**config.mk**
```make
export PLATFORM = sky130hd
export DESIGN_NAME = llp_ctrl
export DESIGN_NICKNAME = d
export VERILOG_FILES = /design/src/hdl/llp_pkg.sv /design/src/hdl/llp_ctrl.sv
export SDC_FILE = /design/constraint.sdc
export NUM_CORES = 1
export LEC_CHECK = 0
export ABC_CLOCK_PERIOD_IN_PS = 3300
export BUFFER_PORTS_ARGS = -buffer_cell sky130_fd_sc_hd__buf_2
export CAP_MARGIN = 20
export CORE_AREA = 2 2 39 41
export DETAILED_ROUTE_END_ITERATION = 12
export DIE_AREA = 0 0 41 43
export SYNTH_ARGS = -nofsm -noshare
export SYNTH_HDL_FRONTEND = slang
export SYNTH_SLANG_ARGS = --single-unit
export TNS_END_PERCENT = 100
```
**constraint.sdc**
```tcl
create_clock -name clk_i -period 3.3 [get_ports clk_i]
set_input_delay 0.66 -clock clk_i [delete_from_list [all_inputs] [get_ports clk_i]]
set_output_delay 0.66 -clock clk_i [all_outputs]
set_load 0.05 [all_outputs]
```
**src/hdl/llp_pkg.sv**
```systemverilog
// Shared constants, opcodes and controller/datapath interface types for the list partitioner.
package llp_pkg;

  localparam int unsigned TABLE_DEPTH    = 1024;
  localparam int unsigned ADDR_W         = 10;
  localparam int unsigned PTR_W          = 11;
  localparam int unsigned KEY_W          = 18;
  localparam int unsigned THR_W          = 17;
  localparam int unsigned OP_W           = 2;
  localparam int unsigned CLS_W          = 2;
  localparam int unsigned NODE_COUNT_DEF = 1024;

  localparam logic [OP_W-1:0] OP_LOAD  = 2'd0;
  localparam logic [OP_W-1:0] OP_START = 2'd1;
  localparam logic [OP_W-1:0] OP_PULL  = 2'd2;

  localparam logic [CLS_W-1:0] CLS_NEG  = 2'd0;
  localparam logic [CLS_W-1:0] CLS_MID  = 2'd1;
  localparam logic [CLS_W-1:0] CLS_HIGH = 2'd2;

  localparam logic [PTR_W-1:0] ADDR_NONE = '1;

  typedef struct packed {
    logic load;
    logic start;
    logic pull_rd;
    logic walk_rd;
    logic walk_ev;
    logic next_class;
    logic pull_key;
    logic pull_out;
  } llp_cmd_t;

  typedef struct packed {
    logic walk_more;
    logic last_class;
    logic out_free;
  } llp_status_t;

endpackage

```
**src/hdl/llp_ctrl.sv**
```systemverilog
// Controller state machine that sequences loads, the partition walk and pulls.
module llp_ctrl (
  input  logic                    clk_i,
  input  logic                    rst_ni,
  input  logic                    in_valid_i,
  output logic                    in_ready_o,
  input  logic [llp_pkg::OP_W-1:0] opcode_i,
  input  llp_pkg::llp_status_t    status_i,
  output llp_pkg::llp_cmd_t       cmd_o
);
  import llp_pkg::*;

  localparam logic [2:0] ST_IDLE     = 3'd0;
  localparam logic [2:0] ST_WALK_RD  = 3'd1;
  localparam logic [2:0] ST_WALK_EV  = 3'd2;
  localparam logic [2:0] ST_PULL_KEY = 3'd3;
  localparam logic [2:0] ST_PULL_OUT = 3'd4;

  logic [2:0] state_q, state_d;

  always_comb begin
    state_d    = state_q;
    cmd_o      = '0;
    in_ready_o = 1'b0;
    unique case (state_q)
      ST_IDLE: begin
        in_ready_o = 1'b1;
        if (in_valid_i) begin
          unique case (opcode_i)
            OP_LOAD: cmd_o.load = 1'b1;
            OP_START: begin
              cmd_o.start = 1'b1;
              state_d     = ST_WALK_RD;
            end
            OP_PULL: begin
              cmd_o.pull_rd = 1'b1;
              state_d       = ST_PULL_KEY;
            end
            default: ;
          endcase
        end
      end
      ST_WALK_RD: begin
        if (status_i.walk_more) begin
          cmd_o.walk_rd = 1'b1;
          state_d       = ST_WALK_EV;
        end else if (status_i.last_class) begin
          state_d = ST_IDLE;
        end else begin
          cmd_o.next_class = 1'b1;
        end
      end
      ST_WALK_EV: begin
        cmd_o.walk_ev = 1'b1;
        state_d       = ST_WALK_RD;
      end
      ST_PULL_KEY: begin
        cmd_o.pull_key = 1'b1;
        state_d        = ST_PULL_OUT;
      end
      ST_PULL_OUT: begin
        if (status_i.out_free) begin
          cmd_o.pull_out = 1'b1;
          state_d        = ST_IDLE;
        end
      end
      default: state_d = ST_IDLE;
    endcase
  end

  always_ff @(posedge clk_i or negedge rst_ni) begin
    if (!rst_ni) begin
      state_q <= ST_IDLE;
    end else begin
      state_q <= state_d;
    end
  end

endmodule

```
**Word-level counts from Yosys, hierarchy flattened**

Index checks and enable logic that the tools add are counted.

- Word-level logic and storage cells: 35
- Output and inout bits: 9
- Register bits after elaboration: 3
- Input bits: 8

- Equal/unequal tests: 10
- Reductions and logical operators: 3
- Mux-type cells: 21

Operators with widths:

| operator | number |
|---|---|
| $mux 3 | 6 |
| $pmux 3 s5 | 1 |
| $mux 1 | 13 |
| $eq 3x2->1 const B | 2 |
| $pmux 3 s2 | 1 |
| $ne 2x2->1 const B | 2 |
| $reduce_and 4->1 | 1 |
| $eq 3x1->1 const B | 1 |
| $eq 3x3->1 const B | 1 |
| $logic_not 3->1 | 1 |
| $ne 3x1->1 const B | 1 |
| $ne 3x3->1 const B | 1 |
| $eq 2x1->1 const B | 1 |
| $eq 2x2->1 const B | 1 |
| $logic_not 2->1 | 1 |

**Longest topological paths before layout**

- Depth in word-level cells: 4
- Mapped depth: 4
- Mapped depth without buffers: 4

**Least setup slack after synthesis**

Ideal clock, no wire load.

- Path kind: input -> output
- Start: in status_i[2] in the netlist's numbering
- End: out cmd_o[2] in the netlist's numbering
- Data arrival time: 2203 ps
- Setup slack: 437 ps
- Path buffers: 0
- Cell stages on the path: 2
- Data required time: 2640 ps
- Cells stage by stage: or3_1 -> nor3b_1

RTL lines:

| what | RTL line | source |
|---|---|---|
| from (decl) | llp_ctrl.sv:8 | `input llp_pkg::llp_status_t status_i,` |
| to (decl) | llp_ctrl.sv:9 | `output llp_pkg::llp_cmd_t cmd_o` |

==> impl_metrics.py <==
metrics = {
    "run_status": {
        "outcome": "completed",
    },
    "job": {
        "cap_violations": 0,
    },
    "synth": {
        "syn_area_um2": 275.3,
        "seq_area_frac_synth_pct": 27.27,
        "syn_avg_cell_area_um2": 9.492,
        "yosys_warnings": 0,
        "syn_inst": 29,
        "syn-num-nets": 40,
        "synth_seq_cells": 3,
        "synth.distinct_cells": 18,
    },
    "global_route": {
        "grt.overflow.total": 0,
        "grt_pass1_wl_um": 979,
        "track_usage_pct": 8.534,
        "grt_max_degree": 12,
        "grt_pass1_vias": 268,
        "antenna_found_initial": 0,
    },
    "placed_design": {
        "placed_cell_area_um2": 365.4,
        "dp_hpwl_um": 474.2,
        "placed_cells": 59,
        "port_buffers": 16,
        "place_congestion": 0.6200,
    },
    "detailed_routing": {
        "drtAntennaViolNets": 0,
        "vias": 284,
        "vias_per_cell": 4.508,
        "drt-pass1-iter-count": 3,
        "drt-wirelength-per-cell_um": 10.81,
        "wirelength_um": 681,
        "drt_iter0_drc": 2,
        "drc": 0,
    },
    "clock_tree": {
        "cts_made_buffers": 3,
        "hold_buffers": 0,
        "clk_latency_ns": 0.23,
        "post_cts_resized": 0,
        "cts_max_path_buffers": 2,
        "cts_htree_levels": 1,
        "cts-root-buf": "clkbuf_4",
        "cts_sinks": 3,
        "cts_tree": "built",
        "clk_pin_slew_worst_paths_ns": 0.04,
        "cts_setup_buffers": 0,
    },
    "setup_path": {
        "worst-r2r-cell-count": 2,
        "cpPeakStageDelay_ns": 0.38,
        "start_kind": "primary input",
        "cp-end-kind": "primary output",
        "r2r_end": "state_q[0]",
        "critPathRequiredTime_ns": 2.64,
        "crit_slowest_cell": "or3_1",
        "cp_num_buf_inv": 2,
        "critPathMaxFanout": 2,
        "cpMostUsedCell": "buf_2",
        "path_cells": "buf_2 -> or3_1 -> nor3b_1 -> buf_2",
        "r2r_start": "state_q[1]",
        "worstSetupStartpoint": "status_i[2]",
        "path_delay_family": "simple AND/OR/NAND/NOR gates",
        "r2r_setup_slack_ns": 2.05,
        "worstPathArrival_ns": 1.61,
        "worstSetupPathType": "in2out",
    },
    "floorplan": {
        "die_h_um": 43,
        "dieWidth_um": 41,
        "rows": 14,
        "dieArea_mm2": 0.001763,
        "initial_core_util_pct": 19.89,
        "top_level_ports": 17,
        "core_mm2": 0.001384,
    },
    "sta": {
        "setup_viol": 0,
        "max_freq_mhz": 440.1,
        "max-slew-margin-rel_pct": 77.29,
        "final-hold-violation-count": 0,
        "post-route-min-period_ns": 2.272,
        "skew_ns": 0.001391,
        "setup_tns_ns": 0,
        "fin_crit_sh_pct": 68.86,
        "rsz0062_at_grt": "no",
        "drv_slew": 0,
        "tightestPinTransition_ns": 0.3406,
    },
    "final_layout": {
        "syn_to_final_growth_pct": 42.27,
        "regMostFlops": "state_q",
        "fin_area_um2": 391.6,
        "final_common_cell": "buf_2",
        "drive_gt1_share_pct": 48.94,
        "layout_common_cells": "buf_2, and3_1",
        "reg_top3": "state_q (3)",
        "nFillCells": 153,
        "layoutNonFillerInstCount": 63,
        "largest_reg_flops": 3,
        "nNetsFinal": 59,
        "antenna_cells": 0,
    },
    "power_and_ir_drop": {
        "p_leak_nw": 0.2259,
        "p_clk_share_pct": 16.4,
        "total_power_uw": 399.4,
        "switching_power_uw": 224.9,
        "combinationalPowerShare_pct": 59.5,
        "power_frac_seq_pct": 24.0,
        "powerDensity_mw_per_mm2": 1020,
        "vdd_ir_drop_max_uv": 221.3,
        "p_sw_share_pct": 56.31,
        "power.internal_uw": 174.5,
    },
    "worst_hold_path": {
        "hold_class": "in2async",
    },
}
## stage by stage
stage	hold slack (ns)	worst slack (ns)	util [%]
floorplan	0.3644	0.4367	-
global placement	0.4577	1.052	26.40
detailed placement	0.4578	1.039	26.40
CTS	0.2071	1.031	28.30
global route	0.2087	0.9888	28.30
finish	0.2111	1.028	28.30
## layer usage
| metal | share of wire (%) | GRT usage, % | vias up |
|---|---|---|---|
| met5 | 0 | 0 | - |
| li1 | - | - | 142 |
| met2 | 55 | 14.69 | 8 |
| met3 | 3.7 | 0 | 0 |
| met1 | 41 | 8.360 | 134 |
| met4 | 0 | 8.000 | 0 |
## how the worst max path moves through the flow
stage / end / slack [ns] / cells after the start
4_1_cts: cmd_o[2] / 1.03 / 4
6_report: cmd_o[2] / 1.03 / 4
5_1_grt: cmd_o[2] / 0.99 / 4
2_1_floorplan: cmd_o[2] / 0.44 / 2
3_5_place_dp: cmd_o[2] / 1.04 / 4
3_3_place_gp: cmd_o[2] / 1.05 / 4
## logic make-up (layout without fill, tap and decap cells)
group,Yosys count,after routing,share of synthesized area (%)
AO/OA/AOI/OAI,4,4,14.55
adder cells (fa/ha/maj),3,3,13.64
buffers and inverters,5,23,7.727
flip-flops,3,3,27.27
AND/OR/NAND/NOR,14,14,36.82
## synth_stat cells (all sizes together)
cell / number / area [um^2]
nor2: 1 / 3.750
nor3: 1 / 10.01
a221oi: 1 / 15.01
dfrtp: 3 / 75.07
inv: 3 / 11.26
and3: 4 / 25.02
and4bb: 1 / 12.51
nand2: 1 / 3.750
nor3b: 2 / 15.01
or3: 1 / 6.260
a31o: 1 / 8.760
a211oi: 1 / 7.510
nand3b: 1 / 7.510
nor4b: 1 / 8.760
ha: 3 / 37.54
and3b: 1 / 8.760
a2bb2oi: 1 / 8.760
buf: 2 / 10.01
## cell type report
| class | count | area, um^2 | share of cell area [%] |
|---|---|---|---|
| Timing Repair Buffer | 16 | 80.08 | 20.45 |
| Sequential cell | 3 | 75.07 | 19.17 |
| Clock buffer | 4 | 26.28 | 6.709 |
| Inverter | 3 | 11.26 | 2.875 |
| Tap cell | 16 | 20.02 | 5.112 |
| Multi-Input combinational cell | 21 | 178.9 | 45.69 |
## power groups by stage
stage / sequential, mW / clock (mW) / combinational [mW]
after floorplan: 0.0652 / 0 / 0.223
final: 0.0960 / 0.0656 / 0.238
after CTS: 0.0955 / 0.0677 / 0.239
after global placement: 0.0967 / 0 / 0.238
after detailed placement: 0.0959 / 0 / 0.237
after global routing: 0.0990 / 0.0696 / 0.256
Power figures use the tool's default switching activity.
